==> src/hdl/samg_pkg.sv <==
// Shared types, widths and constants of the sprite alpha mask generator.
package samg_pkg;

    localparam int MAX_SIDE  = 1024;
    localparam int FRAC      = 4;
    localparam int SIDE_W    = 11;
    localparam int DELTA_W   = 13;
    localparam int SQ_W      = 23;
    localparam int SQV_W     = 32;
    localparam int ROOT_W    = SQV_W / 2;
    localparam int REM_W     = ROOT_W + 4;
    localparam int RAD_W     = SIDE_W + FRAC;
    localparam int NUM_W     = RAD_W + 8;
    localparam int RECIP_SH  = 20;
    localparam int RECIP_W   = 17;
    localparam int PROD_W    = ROOT_W + RECIP_W;
    localparam int E_W       = PROD_W - RECIP_SH;

    localparam int LIGHT_DIV = (160 << FRAC) / 256;
    localparam int CONE_DIV  = (400 << FRAC) / 256;
    localparam int LIGHT_M   = (1 << RECIP_SH) / LIGHT_DIV;
    localparam int CONE_M    = (1 << RECIP_SH) / CONE_DIV;

    localparam logic [2:0] SHAPE_CIRCLE = 3'd0;
    localparam logic [2:0] SHAPE_CROSS  = 3'd1;
    localparam logic [2:0] SHAPE_SOLID  = 3'd2;
    localparam logic [2:0] SHAPE_CONE   = 3'd3;
    localparam logic [2:0] SHAPE_LIGHT  = 3'd4;

    localparam logic [1:0] REG_WIDTH  = 2'd0;
    localparam logic [1:0] REG_HEIGHT = 2'd1;
    localparam logic [1:0] REG_SHAPE  = 2'd2;
    localparam logic [1:0] REG_SOLID  = 2'd3;

    localparam logic [15:0] POW_TAB [8] = '{
        16'd46341, 16'd55109, 16'd60097, 16'd62757,
        16'd64132, 16'd64830, 16'd65182, 16'd65359
    };

    typedef struct packed {
        logic [SIDE_W-1:0] width;
        logic [SIDE_W-1:0] height;
        logic [2:0]        shape;
        logic [7:0]        solid;
    } cfg_t;

    typedef struct packed {
        logic signed [DELTA_W-1:0] dx;
        logic signed [DELTA_W-1:0] dy;
        logic                      cross_ok;
        logic                      wedge_clip;
        logic                      back_side;
    } fb_item_t;

endpackage

==> src/hdl/samg_queue.sv <==
// Four-entry queue between the front end and the arithmetic back end.
module samg_queue (
    input  logic               clk,
    input  logic               rst_n,
    input  logic               push,
    input  samg_pkg::fb_item_t push_data,
    input  logic               pop,
    output samg_pkg::fb_item_t head,
    output logic               full,
    output logic               empty
);

    localparam int DEPTH = 4;

    samg_pkg::fb_item_t mem_reg [DEPTH];
    logic [1:0] wr_ptr_reg;
    logic [1:0] rd_ptr_reg;
    logic [2:0] count_reg;
    logic [2:0] count_next;

    assign full  = (count_reg == 3'(DEPTH));
    assign empty = (count_reg == 3'd0);
    assign head  = mem_reg[rd_ptr_reg];

    always_comb
    begin
        count_next = count_reg;
        if (push && !pop)
        begin
            count_next = count_reg + 3'd1;
        end
        else if (pop && !push)
        begin
            count_next = count_reg - 3'd1;
        end
    end

    always_ff @(posedge clk)
    begin
        if (push)
        begin
            mem_reg[wr_ptr_reg] <= push_data;
        end
    end

    always_ff @(posedge clk or negedge rst_n)
    begin
        if (!rst_n)
        begin
            wr_ptr_reg <= '0;
            rd_ptr_reg <= '0;
            count_reg  <= '0;
        end
        else
        begin
            if (push)
            begin
                wr_ptr_reg <= wr_ptr_reg + 2'd1;
            end
            if (pop)
            begin
                rd_ptr_reg <= rd_ptr_reg + 2'd1;
            end
            count_reg <= count_next;
        end
    end

`ifndef SYNTHESIS
    a_count_bound: assert property (@(posedge clk) disable iff (!rst_n)
        count_reg <= 3'(DEPTH)) else $error("queue count beyond depth");
    a_no_pop_empty: assert property (@(posedge clk) disable iff (!rst_n)
        pop |-> !empty) else $error("pop from empty queue");
    a_no_push_full: assert property (@(posedge clk) disable iff (!rst_n)
        (push && !pop) |-> !full) else $error("push into full queue");
    a_count_step: assert property (@(posedge clk) disable iff (!rst_n)
        (push && !pop) |=> (count_reg == $past(count_reg) + 3'd1))
        else $error("queue count did not advance");
`endif

endmodule

==> config.mk <==
export PLATFORM = sky130hd
export DESIGN_NAME = samg_queue
export DESIGN_NICKNAME = d
export VERILOG_FILES = /design/src/hdl/samg_pkg.sv /design/src/hdl/samg_queue.sv
export SDC_FILE = /design/constraint.sdc
export NUM_CORES = 1
export LEC_CHECK = 0
export BUFFER_PORTS_ARGS = -buffer_cell sky130_fd_sc_hd__buf_2
export CORE_MARGIN = 5
export CORE_UTILIZATION = 55
export DETAILED_ROUTE_END_ITERATION = 7
export PLACE_DENSITY_LB_ADDON = 0.25
export SKIP_LAST_GASP = 1
export SYNTH_ARGS = -nofsm -noshare
export SYNTH_HDL_FRONTEND = slang
export SYNTH_SLANG_ARGS = --single-unit
==> constraint.sdc <==
create_clock -name clk -period 2.3 [get_ports clk]
set_input_delay 0.46 -clock clk [delete_from_list [all_inputs] [get_ports clk]]
set_output_delay 0.46 -clock clk [all_outputs]
set_load 0.02 [all_outputs]
Yosys cells after proc, flatten, opt, wreduce, memory -nomap -nowiden
Memories as Yosys holds them, arrays and structs flattened.
Cells that the tools add are included.
Cells by class
  reductions and logical operators: 6
  equal/unequal tests: 1
  multiplexer cells: 4
  $add $sub $neg: 4
Operators with widths (count)
  $mux 3: 2
  $add 2x1->2 const B: 2
  $add 3x1->3 const B: 1
  $eq 3x3->1 const B: 1
  $logic_not 3->1: 1
  $sub 3x1->3 const B: 1
  $logic_and 1x1->1: 2
  $logic_not 1->1: 2
  $mux 1: 2
  $reduce_bool 2->1: 1
Storage, ports and cells
  input bits: 33
  register bits: 7
  output and inout port bits: 31
  memories kept: 1
  bits in writable memories: 116
  logic and storage cells: 19
Memory list
  mem_reg: words 4, bits a word 29, read ports 1, clocked after memory_dff 0, write ports 1, RTL line samg_queue.sv:15  | samg_pkg::fb_item_t mem_reg [DEPTH];

Logic depth before layout (Yosys ltp)
  depth after elaboration: 4
  mapped depth: 7
  mapped depth without buffers: 7

Worst setup path after synthesis
OpenSTA, ideal clock, no wires.
  kind: flip-flop to flip-flop
  from: reg wr_ptr_reg[0]
  to: mem mem_reg[2][0] (netlist name), enable pin
  data required time: 1.911 ns
  clock period less this slack: 1.732 ns
  cell stages (with the launch flop): 4
  path buffers: 0
  arrival time: 1.343 ns
  setup slack: 0.568 ns
  setup time: 0.389 ns
  path through: dfrtp_1 inv_1 ha_1 and2_1
RTL lines
  start: declaration: RTL line samg_queue.sv:16  | logic [1:0] wr_ptr_reg;
  start signal: assignment: RTL line samg_queue.sv:58  | wr_ptr_reg <= wr_ptr_reg + 2'd1;
  end: declaration: RTL line samg_queue.sv:15
Straight into the memory's write port.

==> impl_metrics.py <==
metrics = {
    "timing": {
        "timing.final.ws_setup_ps": -0.983,
        "setup-tns-final_ps": -0.983,
        "hold_viol": 0,
        "final.period_utilization_pct": 100,
        "setup_viol": 1,
        "slew_headroom_pct": 73.4,
        "final.min_clock_period_ps": 2300,
        "drv_slew": 0,
        "rsz0062_at_grt": "true",
        "clock.fmax_ghz": 0.435,
        "tightestPinTransition_ps": 399,
        "clock_skew_ps": 4.62,
    },
    "route": {
        "routed_wl_um": 7500,
        "drtIter0Drc": 94,
        "drc_errors": 0,
        "final_antenna_net_count": 0,
        "vias": 2091,
        "wl_per_cell_um": 19.3,
        "avgViaCountPerCell": 5.38,
        "dr.pass1.iters": 6,
    },
    "cells_and_area": {
        "fin_util_pct": 69.7,
        "drive_gt1_share_pct": 47.5,
        "final_cells": 389,
        "largest_reg_flops": 116,
        "finalNetCount": 310,
        "num_antenna_cells": 0,
        "area_growth_pct": 24.5,
    },
    "synthesis": {
        "avgSynthCellArea_um2": 24.7,
        "synthAdderAreaFrac_pct": 1.80,
        "yosysWarnings": 0,
        "synth_compound_area_share_pct": 0.109,
        "synth.most_common_cell": "edfxtp_1",
        "netlist_area_um2": 4580,
        "synthTopCellsByArea": "edfxtp_1 76%, mux4_2 14%, dfrtp_1 3.8%",
        "synth_fp_nets": 224,
        "netlist_instances": 185,
        "synth_top_family_by_area": "multiplexers",
        "ys_seq_area_share_pct": 79.9,
        "synth-main-ff-cell": "edfxtp_1",
        "synthMuxAreaShare_pct": 14.6,
        "synthArstFlopShare_pct": 5.69,
        "synth_cell_types": 19,
        "synth_area_leader_cell": "edfxtp_1",
        "synth.ff_latch_count": 123,
        "synth_edf_count": 116,
        "synthSimpleGateAreaFrac_pct": 1.07,
        "synth.top_cell.area_share_pct": 76.1,
        "synth_xor_area_share_pct": 1.15,
        "synthTopCellsByCount": "116 x edfxtp_1, 28 x mux4_2, 7 x dfrtp_1",
    },
    "power_and_ir_drop": {
        "power_frac_seq_pct": 39.2,
        "pwr-share-comb_pct": 29.6,
        "powerDensity_nw_per_um2": 1380,
        "sw_frac_of_total_pct": 30.1,
        "switchingPower_mw": 2.37,
        "ir_drop_mv": 0.888,
        "p_leak_nw": 2.02,
        "power.internal_mw": 5.52,
        "clkPwrFrac_pct": 31.2,
    },
    "clocking": {
        "cts_made_buffers": 17,
        "clkSinkCount": 123,
        "cts_resized": 0,
        "cts_tree": "done",
        "clk_latency_ps": 510,
        "path_clk_slew_ps": 60,
        "htree_levels": 4,
        "clk_path_buf_depth": 2,
        "clockRootBuffer": "clkbuf_8",
    },
    "worst_hold_path": {
        "min_to": "mem_reg[0][9]",
        "min_path_cells": 1,
        "hold_class": "in -> reg",
        "min-delay-start": "push_data[9]",
    },
    "grt": {
        "grt_max_degree": 26,
        "antenna_found_initial": 0,
        "grt_pass1_vias": 2253,
        "grt_pass1_wl_um": 12200,
        "grt.total_usage_pct": 16.6,
        "grt-ovfl-total": 0,
    },
    "critical_path": {
        "cp_data_required_time_ps": 1840,
        "worst-r2r-setup-slack_ps": 720,
        "crit_fanout": 15,
        "slowest_stage": "mux4_1",
        "r2r_start": "wr_ptr_reg[0]",
        "criticalPathCategory": "reg -> out",
        "arrival_ps": 1840,
        "worstPathCellList": "buf_12 > mux4_1 > buf_2",
        "ff2ff_path_depth": 4,
        "r2r_end": "mem_reg[0][20]",
        "cp-start-kind": "flip-flop",
        "max_stage_delay_ps": 550,
        "end_kind": "primary output",
    },
    "place": {
        "finalWeightedCongestion": 0.657,
        "placedCellCount": 355,
        "port_buffers": 63,
        "hpwl_um": 4830,
        "dp_slack_ps": 490,
    },
    "floorplan": {
        "die_area_um2": 10200,
        "start_util_pct": 56.0,
        "rows": 33,
        "die_height_um": 101,
        "io_pins": 64,
        "core_um2": 8180,
        "die_w_um": 101,
    },
    "flow_run": {
        "maxCapViolations": 0,
    },
    "status": {
        "status": "finished with violations",
        "failed_checks": "setup timing",
    },
}
==> cells in the final DEF, fill, tap and decap left out, types with 2 or more instances in the layout <==
cell type and count:
dfrtp_1 6, xor2_1 4, clkinvlp_4 7, bufinv_16 2, clkbuf_16 16, buf_12 6, and2_2 4, buf_2 63
inv_1 4, nand2_1 2, clkinv_1 2, xnor2_1 2, inv_6 3, ha_1 5, edfxtp_1 116, buf_4 3
mux4_2 28
==> worst max-delay path, delay by kind of cell (launching register included) <==
kind	cells	cell delay (ps)
buffers and inverters	2	360
flip-flops	1	410
multiplexers	1	550
==> cell type report <==
| cell class | instances | area [um2] |
|---|---|---|
| repair buffers | 73 | 468 |
| multi-input cells | 52 | 862 |
| fillers | 518 | 2470 |
| flip-flops and latches | 123 | 3660 |
| inverters | 4 | 15.0 |
| clock inverters | 14 | 146 |
| clock buffers | 18 | 418 |
| well taps | 105 | 131 |
==> metal layers <==
metal | vias to the layer above | routed length [um] | GRT usage (%)
li1 | 952 | - | -
met1 | 1077 | 3120 | 22.1
met2 | 54 | 3950 | 25.9
met3 | 8 | 367 | 5.92
met4 | 0 | 60 | 5.52
met5 | - | 0 | 0
==> cell families after synthesis <==
logic type	count (synthesis)
compound gates	1
xor+xnor	6
fa+ha+maj	6
buf+inv	10
flops	123
mux	30
simple gates	9
==> worst max-delay path by stage <==
| stage | startpoint | to | slack (ps) | cells past startpoint |
|---|---|---|---|---|
| 3_3_place_gp | rd_ptr_reg[0] | head[24] | 530 | 3 |
| 4_1_cts | rd_ptr_reg[0] | head[24] | -50 | 3 |
| 2_1_floorplan | wr_ptr_reg[0] | mem_reg[2][0] | 570 | 3 |
| 5_1_grt | rd_ptr_reg[0] | head[24] | -80 | 3 |
| 3_5_place_dp | push | count_reg[2] | 490 | 7 |
| 6_report | rd_ptr_reg[0] | head[24] | -1 | 3 |
==> through the flow <==
stage                     hold WS, ps  power [mW]  area (um2)
after floorplan                   164        4.71        4580
after global placement            300        5.46        5120
after detailed placement          305        5.51        5120
after CTS                         136        8.00        5700
after global routing              138        8.28        5700
final                             160        7.89        5700
==> power groups by stage <==
stage / clock network, mW / registers (mW) / logic (mW)
3_5_place_dp: 0 / 3.14 / 2.37
5_1_grt: 2.62 / 3.13 / 2.53
4_1_cts: 2.51 / 3.10 / 2.40
6_report: 2.46 / 3.09 / 2.33
2_1_floorplan: 0 / 3.10 / 1.61
3_3_place_gp: 0 / 3.11 / 2.35
==> repair_timing <==
action / in CTS / in global routing
setup endpoints to repair: 16 / 29
setup buffers: 1 / 0
hold buffers: 1 / 0
endpoints found under the hold margin: 7 / 0
(Power assumes the default switching activity.)
