==> src/hdl/samg_pkg.sv <==
// Shared types, widths and constants of the sprite alpha mask generator.
package samg_pkg;

    localparam int MAX_SIDE  = 1024;
    localparam int FRAC      = 4;
    localparam int SIDE_W    = 11;
    localparam int DELTA_W   = 13;
    localparam int SQ_W      = 23;
    localparam int SQV_W     = 32;
    localparam int ROOT_W    = SQV_W / 2;
    localparam int REM_W     = ROOT_W + 4;
    localparam int RAD_W     = SIDE_W + FRAC;
    localparam int NUM_W     = RAD_W + 8;
    localparam int RECIP_SH  = 20;
    localparam int RECIP_W   = 17;
    localparam int PROD_W    = ROOT_W + RECIP_W;
    localparam int E_W       = PROD_W - RECIP_SH;

    localparam int LIGHT_DIV = (160 << FRAC) / 256;
    localparam int CONE_DIV  = (400 << FRAC) / 256;
    localparam int LIGHT_M   = (1 << RECIP_SH) / LIGHT_DIV;
    localparam int CONE_M    = (1 << RECIP_SH) / CONE_DIV;

    localparam logic [2:0] SHAPE_CIRCLE = 3'd0;
    localparam logic [2:0] SHAPE_CROSS  = 3'd1;
    localparam logic [2:0] SHAPE_SOLID  = 3'd2;
    localparam logic [2:0] SHAPE_CONE   = 3'd3;
    localparam logic [2:0] SHAPE_LIGHT  = 3'd4;

    localparam logic [1:0] REG_WIDTH  = 2'd0;
    localparam logic [1:0] REG_HEIGHT = 2'd1;
    localparam logic [1:0] REG_SHAPE  = 2'd2;
    localparam logic [1:0] REG_SOLID  = 2'd3;

    localparam logic [15:0] POW_TAB [8] = '{
        16'd46341, 16'd55109, 16'd60097, 16'd62757,
        16'd64132, 16'd64830, 16'd65182, 16'd65359
    };

    typedef struct packed {
        logic [SIDE_W-1:0] width;
        logic [SIDE_W-1:0] height;
        logic [2:0]        shape;
        logic [7:0]        solid;
    } cfg_t;

    typedef struct packed {
        logic signed [DELTA_W-1:0] dx;
        logic signed [DELTA_W-1:0] dy;
        logic                      cross_ok;
        logic                      wedge_clip;
        logic                      back_side;
    } fb_item_t;

endpackage

==> src/hdl/samg_front.sv <==
// Front end: centre offsets and shape classification of each pixel beat.
module samg_front (
    input  samg_pkg::cfg_t   cfg,
    input  logic [9:0]       pixel_x,
    input  logic [9:0]       pixel_y,
    output samg_pkg::fb_item_t item
);

    logic signed [samg_pkg::DELTA_W-1:0] dx;
    logic signed [samg_pkg::DELTA_W-1:0] dy;
    logic signed [15:0] xi;
    logic signed [15:0] yi;
    logic signed [15:0] five_yi;
    logic col;
    logic row;

    always_comb
    begin
        dx = $signed({2'b00, pixel_x, 1'b0}) - $signed({2'b00, cfg.width});
        dy = $signed({2'b00, cfg.height}) - $signed({2'b00, pixel_y, 1'b0});
        xi = 16'(dx) / 16'sd2;
        yi = (-16'(dy)) / 16'sd2;
        five_yi = (yi <<< 2) + yi;
        col = (dy > -13'sd6) && (dy < 13'sd6);
        row = (dx > -13'sd6) && (dx < 13'sd6);
        item.dx = dx;
        item.dy = dy;
        item.cross_ok = col ^ row;
        item.wedge_clip = (xi > 16'sd0)
                          && ((five_yi > xi + 16'sd60) || (five_yi < -xi - 16'sd60));
        item.back_side = (xi <= 16'sd0);
    end

endmodule

==> config.mk <==
export PLATFORM = sky130hd
export DESIGN_NAME = samg_front
export DESIGN_NICKNAME = d
export VERILOG_FILES = /design/src/hdl/samg_pkg.sv /design/src/hdl/samg_front.sv
export SDC_FILE = /design/constraint.sdc
export NUM_CORES = 1
export LEC_CHECK = 0
export ABC_AREA = 0
export BUFFER_PORTS_ARGS = -buffer_cell sky130_fd_sc_hd__buf_2
export CORE_MARGIN = 8
export CORE_UTILIZATION = 45
export DETAILED_ROUTE_END_ITERATION = 10
export MAX_ROUTING_LAYER = met4
export PLACE_DENSITY = 0.68
export SLEW_MARGIN = 20
export SYNTH_ARGS = -nofsm -noshare
export SYNTH_HDL_FRONTEND = slang
export SYNTH_SLANG_ARGS = --single-unit
==> constraint.sdc <==
create_clock -name vclk -period 10
set_clock_uncertainty 0.05 [all_clocks]
set_input_delay 0.5 -clock vclk [all_inputs]
set_output_delay 0.5 -clock vclk [all_outputs]
set_load 0.005 [all_outputs]
* Word-level counts from Yosys, hierarchy flattened
Index checks and enable logic that the tools add are counted.
Word-level totals: bits in registers 0, output and inout bits 29
Cells by class: add/sub/neg operators 9, $lt $le $gt $ge 8, bitwise gates (word level) 3, reductions and logical operators 4
Operators with widths (number):
- $add A16 B1 Y16 | 2
- $gt A12 B4 Y1 const B | 2
- $lt A12 B4 Y1 const B | 2
- $sub A11 B11 Y12 | 2
- $add A16 B16 Y16 | 1
- $add A16 B7 Y16 const B | 1
- $gt A16 B1 Y1 const B | 1
- $gt A16 B16 Y1 | 1
- $le A16 B1 Y1 const B | 1
- $lt A16 B16 Y1 | 1
- $neg A12 Y16 | 1
- $neg A16 Y16 | 1
- $sub A16 B7 Y16 const B | 1
- $logic_and A1 B1 Y1 | 3
- $and A1 B1 Y1 | 2
- $logic_or A1 B1 Y1 | 1
- $xor A1 B1 Y1 | 1

* Longest topological paths before layout
Gate-level depths: netlist of run 1.
word-level depth 8, mapped depth 39, depth with buffers taken out 39

* Worst setup path before layout of run 1
Ideal clock, no wire load.
kind input-to-output, start in cfg[12] (netlist name), end out item[1] (netlist name), arrival time 6.430 ns, data required time 9.450 ns, slack 3.020 ns, stages on the path 35, path buffers 0, cell sequence inv_1 ha_1 inv_1 fa_1 a21oi_1 o21ai_0 and2_1 or3_1 a21o_1 inv_1 nor2_1 ha_1 ha_1 o211ai_1 a21oi_1 a41oi_1 xor2_1 ha_1 a21oi_1 nor2_1 nor2_1 o21bai_1 a21oi_1 o21bai_1 a21oi_1 xnor2_1 ha_1 and3_2 nand3_1 a21oi_1 a2111oi_0 or4b_1 o32ai_1 a211oi_1 o31ai_2
RTL lines:
- start, declared | line samg_front.sv:3 | input samg_pkg::cfg_t cfg,
- end, declared | line samg_front.sv:6 | output samg_pkg::fb_item_t item

==> impl_metrics.toml, run 1 <==
[placed_design]
place_congestion = 0.859
dp_cells = 712
hpwlAfterDp_um = 8520
portBuffers = 71

[final_layout]
drive_gt1_share_pct = 15.9
mostFrequentLayoutCells = "buf_2, ha_1, inv_1"
nClkBuffers = 0
seqCellArea_um2 = 0
nNetsFinal = 731
fin_cells = 712
syn_to_final_growth_pct = 10.7
diodes = 0
nFillCells = 868
mostFrequentLayoutCell = "buf_2"
nFlopsAndLatches = 0

[yosys]
synthAdderAreaFrac_pct = 23.4
synth-compound-area-share_pct = 28.8
seq_area_frac_synth_pct = 0
syn_inst = 543
ys_warn_count = 0
synthXorXnorAreaFrac_pct = 12.9
ys_types = 85
synth.net_count = 668
avgSynthCellArea_um2 = 7.26
synth_mux_area_share_pct = 0.762
synthSimpleGateAreaFrac_pct = 26.5
synthesis.area_mm2 = 0.00394
synth_top_family_by_area = "compound AO/OA/AOI/OAI gates"

[timing]
finalCriticalPeriod_ps = 8160
min_period_over_period_pct = 81.6
fmax_mhz = 123
relSlewSlack_pct = 37.1
tns_ps = 0
tightest_slew_ps = 937
rsz0062_at_grt = "no"
slew_violations = 0
setup_viol = 0
fin_hold_ws_ps = 1170
hold_viol = 0

[worst_setup_path]
path_max_fanout = 7
path_class = "primary input to output pin"
slowest_stage = "a2111oi_0"
cp_common_cell = "a21oi_1"
critPathLaunchType = "primary input"
cpPeakStageDelay_ps = 580
end_kind = "output pin"
crit_required_ps = 9450
arrival_ps = 7610

[cts]
cts_setup_buffers = 0
ctsHoldBuffers = 0
cts_resized = 0

[drt]
drc = 0
postRouteAntennaNets = 0
first_pass_iters = 4
via_per_inst = 5.73
vias = 4078
routedWlPerCell_um = 13.9
drt_iter0_drc = 128
wirelength_um = 9920

[global_route]
grt_antenna_before_repair = 0
grt_remaining_overflow = 0
grt_max_degree = 12
grt_pass1_vias = 4014
gr-usage-all-layers_pct = 16.8
grt_pass1_wl_um = 17200

[floorplan]
chipHeight_um = 110
core_mm2 = 0.00859
dieWidth_um = 110
num_rows = 34
io_pins = 82
die_area_mm2 = 0.0120
start_util_pct = 45.9

[power_and_ir_drop]
finalPower_uw = 658
peakVddDrop_mv = 0.0476
p_leak_nw = 2.01
power_density_mw_per_mm2 = 151

[status]
outcome = "complete, no violations"

[min_path]
hold_class = "primary input to output pin"
holdPathStages = 2

[job]
cap_violations = 0
where the power goes:
group          total [mW]  leakage (nW)  switching [mW]  internal, mW
combinational       0.658          2.01           0.368         0.291
sequential              0             0               0             0
clock                   0             0               0             0
total               0.658          2.01           0.368         0.291
critical path, delay by kind of cell:
family | cells | cell delay (ps)
adders and majority gates | 6 | 1660
buffers and inverters | 6 | 570
xor gates and xnor gates | 2 | 440
AOI/OAI and AO/OA | 16 | 3100
and+or+nand+nor | 8 | 1310
through the flow:
stage | utilization (%) | setup WS, ps | area (um^2)
floorplan | - | 3020 | 3940
global placement | 50.7 | 1810 | 4360
detailed placement | 50.7 | 1760 | 4360
CTS | 50.7 | 1740 | 4360
global route | 50.8 | 1100 | 4360
finish | 50.8 | 1840 | 4360
kinds of logic after synthesis:
family,Yosys count
simple gates,185
buf+inv,69
xor+xnor,57
fa+ha+maj,72
compound gates,157
mux,3
area by class of cell:
type               instances  area, um^2  area share (%)
inverters                 57         214            4.90
multi-input cells        474        3640            83.5
well taps                108         135            3.10
repair buffers            73         370            8.49
path summary, 6_finish.rpt:
path	start	slack [ps]	end
max	cfg[12]	1840	item[1]
min	cfg[11]	1170	item[3]
routing by layer:
layer / part of all wire [%] / up-vias / track usage [%]
li1: - / 2146 / -
met1: 47 / 1844 / 20.3
met2: 50 / 86 / 31.8
met3: 2.9 / 2 / 0.293
met4: 0.17 / 0 / 0.868
met5: 0 / - / -
synth_stat cells, drive strengths merged, types with 3 or more instances:
library cell / n / area, um^2
ha: 69 / 863
inv: 55 / 206
xnor2: 44 / 393
nor2: 38 / 143
a21oi: 34 / 170
nand2: 23 / 88.8
o21ai: 23 / 115
nor3: 18 / 95.1
nand3: 14 / 70.1
nor2b: 14 / 87.6
xor2: 13 / 114
and2: 12 / 77.6
o21a: 12 / 90.1
nand2b: 11 / 68.8
and3: 9 / 57.6
a21o: 8 / 60.1
or3: 8 / 56.3
buf: 7 / 60.1
o211ai: 7 / 52.6
a31oi: 6 / 37.5
a2111oi: 5 / 45.0
clkbuf: 5 / 28.8
nand4: 5 / 31.3
nor3b: 5 / 37.5
o2111ai: 5 / 43.8
o31ai: 5 / 42.5
or4: 5 / 41.3
a211oi: 4 / 30.0
nor4: 4 / 25.0
o211a: 4 / 40.0
or4b: 4 / 40.0
a2111o: 3 / 33.8
a221oi: 3 / 32.5
a41oi: 3 / 26.3
and4: 3 / 27.5
fa: 3 / 60.1
mux2i: 3 / 30.0
o2111a: 3 / 33.8
o21bai: 3 / 22.5
o221ai: 3 / 26.3
o22ai: 3 / 18.8
No activity file was read; power rests on OpenSTA's default activity.
==> run 2: changes to the inputs <==
- clock period: 10 -> 8.4 ns (I/O delays scaled with it)
==> run 2 against run 1 <==
- worst hold slack lost 160 ps
- via count is 1.3% higher
- critical path depth down 1
- utilization increased by 0.13 points
- global-route usage fell by 0.36 points
- non-clock buffer count is 1 higher
- critical path type unchanged
- critical endpoint unchanged
- largest power group unchanged
==> impl_metrics.toml, run 2 (synthesized netlist as in run 1, its figures left out) <==
[status]
outcome = "complete, no violations"

[timing]
finalCriticalPeriod_ps = 7850
tns_ps = 0
relSlewSlack_pct = 35.1
min_period_over_period_pct = 93.5
finalWorstSetupSlack_ps = 549
fmax_mhz = 127
hold_viol = 0
fin_hold_ws_ps = 1010
tightest_slew_ps = 967
setup_viol = 0
rsz0062_at_grt = "no"
slew_violations = 0

[power_and_ir_drop]
pwr-share-comb_pct = 100.0
p_leak_nw = 2.01
power_density_mw_per_mm2 = 184
p_seq_share_pct = 0
switching_power_uw = 449
peakVddDrop_mv = 0.0547
p_int_uw = 356
finalPower_uw = 805
sw_frac_of_total_pct = 55.8
clkPwrFrac_pct = 0

[min_path]
holdPathStages = 2
hold_class = "primary input to output pin"

[global_route]
grt_pass1_vias = 3995
gr-usage-all-layers_pct = 16.5
grt_antenna_before_repair = 0
grt_pass1_wl_um = 16800
grt_max_degree = 12
grt_remaining_overflow = 0

[placed_design]
dp_cells = 713
dp_slack_ps = 492
hpwlAfterDp_um = 8550
portBuffers = 71
place_congestion = 0.851
dpl_cell_area_mm2 = 0.00437

[floorplan]
chipHeight_um = 110
core_mm2 = 0.00859
io_pins = 82
dieWidth_um = 110
start_util_pct = 45.9
num_rows = 34
die_area_mm2 = 0.0120

[final_layout]
mostFrequentLayoutCell = "buf_2"
drive_gt1_share_pct = 16.2
seqCellArea_um2 = 0
nNetsFinal = 732
post-route-util_pct = 50.9
syn_to_final_growth_pct = 11.0
mostFrequentLayoutCells = "buf_2, ha_1, inv_1"
final_cell_area_mm2 = 0.00438
nClkBuffers = 0
nFlopsAndLatches = 0
diodes = 0
fin_cells = 713

[worst_setup_path]
crit_required_ps = 7930
end_kind = "output pin"
path_class = "primary input to output pin"
critPathLaunchType = "primary input"
slowest_stage = "a2111oi_0"
path_max_fanout = 7
cpPeakStageDelay_ps = 490
arrival_ps = 7380

[drt]
drt_iter0_drc = 167
first_pass_iters = 4
postRouteAntennaNets = 0
vias = 4130
wirelength_um = 10000
via_per_inst = 5.79
routedWlPerCell_um = 14.1
drc = 0

[cts]
ctsHoldBuffers = 0

[job]
cap_violations = 0
[run 2: final cells by class]
cell class,instances,area [um^2]
Fill cell,855,4220
Multi-Input combinational cell,474,3650
Timing Repair Buffer,74,378
Inverter,57,214
Tap cell,108,135
[run 2: layer usage]
metal	GRT usage [%]	share of wire [%]	up-vias
met1	18.7	46	1887
met4	2.22	1.2	0
li1	-	-	2143
met5	-	0	-
met3	1.17	4.0	10
met2	31.2	48	90
[run 2: timing repair]
action,CTS,global route
gates resized for setup,0,1
buffers inserted,0,0
endpoints found under the setup margin,0,1
[run 2: final timing paths]
kind	startpoint	end	slack (ps)
hold / removal	cfg[11]	item[3]	1010
setup / recovery	cfg[12]	item[1]	550
[run 2: power by group through the flow]
| stage | combinational [mW] | sequential [mW] | clock (mW) |
|---|---|---|---|
| after floorplan | 0.616 | 0 | 0 |
| after global placement | 0.768 | 0 | 0 |
| after detailed placement | 0.798 | 0 | 0 |
| after CTS | 0.803 | 0 | 0 |
| after global routing | 0.911 | 0 | 0 |
| final | 0.805 | 0 | 0 |
[run 2: critical path, delay by kind of cell]
| kind | cells | cell delay [ps] |
|---|---|---|
| fa+ha+maj | 6 | 1630 |
| xor+xnor | 1 | 240 |
| simple gates | 8 | 1270 |
| compound gates | 16 | 3140 |
| buf+inv | 6 | 670 |
==> run 3: changes to the inputs <==
--- a/config.mk
+++ b/config.mk
@@ -10,6 +10,6 @@
 export CORE_MARGIN = 8
-export CORE_UTILIZATION = 45
+export CORE_UTILIZATION = 39
 export DETAILED_ROUTE_END_ITERATION = 10
+export GPL_TIMING_DRIVEN = 0
 export MAX_ROUTING_LAYER = met4
-export PLACE_DENSITY = 0.68
 export SLEW_MARGIN = 20
==> constraint.sdc (replaced) <==
create_clock -name vclk -period 8.4
set_clock_uncertainty 0.05 [all_clocks]
set_input_delay 0 -clock vclk [all_inputs]
set_output_delay 0 -clock vclk [all_outputs]
set_load 0.005 [all_outputs]
==> run 3 against run 2 <==
- non-clock buffer count up 9
- utilization decreased by 5.2 points
- combinational power is 0.9% lower
- sequential cell count is the same
- fmax up 4.0%
- critical path depth is the same
- die area increased by 13%
- critical path type unchanged
- largest cell class unchanged
==> impl_metrics.toml, run 3 (synthesized netlist as in run 1, its figures left out) <==
[status]
outcome = "complete, no violations"

[timing]
fmax_mhz = 132
setup_viol = 0
hold_viol = 0
relSlewSlack_pct = 34.5
tns_ps = 0
tightest_slew_ps = 976
slew_violations = 0
min_period_over_period_pct = 89.9
finalWorstSetupSlack_ps = 851
finalCriticalPeriod_ps = 7550
rsz0062_at_grt = "no"

[global_route]
gr-usage-all-layers_pct = 15.5
grt_antenna_before_repair = 0
grt_max_degree = 12
grt_pass1_vias = 4051
grt_pass1_wl_um = 17800
grt_remaining_overflow = 0

[worst_setup_path]
arrival_ps = 7500
cp_common_cell = "a21oi_1"
slowest_stage = "a2111oi_0"
crit_required_ps = 8350
critPathLaunchType = "primary input"
path_class = "primary input to output pin"
path_max_fanout = 7
cpPeakStageDelay_ps = 790
end_kind = "output pin"

[drt]
routedWlPerCell_um = 13.8
wirelength_um = 10300
vias = 4147
via_per_inst = 5.55
first_pass_iters = 5
drc = 0
postRouteAntennaNets = 0
drt_iter0_drc = 194

[final_layout]
final_cell_area_mm2 = 0.00447
nNetsFinal = 741
post-route-util_pct = 45.7
drive_gt1_share_pct = 16.6
nFlopsAndLatches = 0
seqCellArea_um2 = 0
mostFrequentLayoutCells = "buf_2, ha_1, inv_1"
nClkBuffers = 0
diodes = 0
mostFrequentLayoutCell = "buf_2"
nFillCells = 1070
syn_to_final_growth_pct = 13.4
multi_input_area_mm2 = 0.00364

[floorplan]
start_util_pct = 40.3
num_rows = 36
dieWidth_um = 117
die_area_mm2 = 0.0136
io_pins = 82
core_mm2 = 0.00977
chipHeight_um = 117

[cts]
cts_resized = 0
cts_setup_buffers = 0
ctsHoldBuffers = 0

[min_path]
holdCritStartpoint = "cfg[11]"
holdPathStages = 3
hold_path_end = "item[3]"
hold_class = "primary input to output pin"

[placed_design]
portBuffers = 71
hpwlAfterDp_um = 8830
dp_slack_ps = 839
dpl_cell_area_mm2 = 0.00446
place_congestion = 0.848

[job]
cap_violations = 0

[power_and_ir_drop]
power_density_mw_per_mm2 = 179
peakVddDrop_mv = 0.0633
p_leak_nw = 2.05
==> run 3: routing by layer <==
| layer | track usage (%) | vias up | wire (um) |
|---|---|---|---|
| met2 | 27.9 | 81 | 4930 |
| met5 | - | - | 0 |
| met1 | 19.3 | 1895 | 4940 |
| met4 | 1.02 | 0 | 71 |
| li1 | - | 2167 | - |
| met3 | 0.879 | 4 | 357 |
==> run 3: per-stage QoR <==
step | hold slack (ps) | power, mW | cells
floorplan | 30.8 | 0.616 | 543
global placement | 256 | 0.772 | 747
detailed placement | 265 | 0.793 | 747
CTS | 266 | 0.799 | 747
global route | 280 | 0.920 | 747
finish | 258 | 0.798 | 747
==> run 3: worst max path at each step <==
| stage | start | slack [ps] | to | cells after the start |
|---|---|---|---|---|
| detailed placement | cfg[12] | 840 | item[1] | 37 |
| finish | cfg[12] | 850 | item[1] | 37 |
| global route | cfg[12] | 300 | item[1] | 37 |
| CTS | cfg[12] | 830 | item[1] | 37 |
| floorplan | cfg[12] | 2420 | item[1] | 35 |
| global placement | cfg[12] | 990 | item[1] | 37 |
==> run 3: power by group <==
part	leakage, nW	internal (mW)	total, mW	switching [mW]
sequential	0	0	0	0
clock	0	0	0	0
combinational	2.05	0.352	0.798	0.447
total	2.05	0.352	0.798	0.447
==> run 3: cell type report <==
cell class	instances	share of cell area (%)
buffer	12	1.99
inverter	57	4.79
multi-input combinational	474	81.6
tap	133	3.72
timing repair buffer	71	7.95
==> run 3: worst max-delay path: cells and delay by family <==
| family | cells | cell delay, ps |
|---|---|---|
| xor gates and xnor gates | 2 | 450 |
| AOI/OAI and AO/OA | 16 | 3340 |
| and+or+nand+nor | 8 | 1410 |
| adders and majority gates | 6 | 1670 |
| buffers and inverters | 5 | 630 |
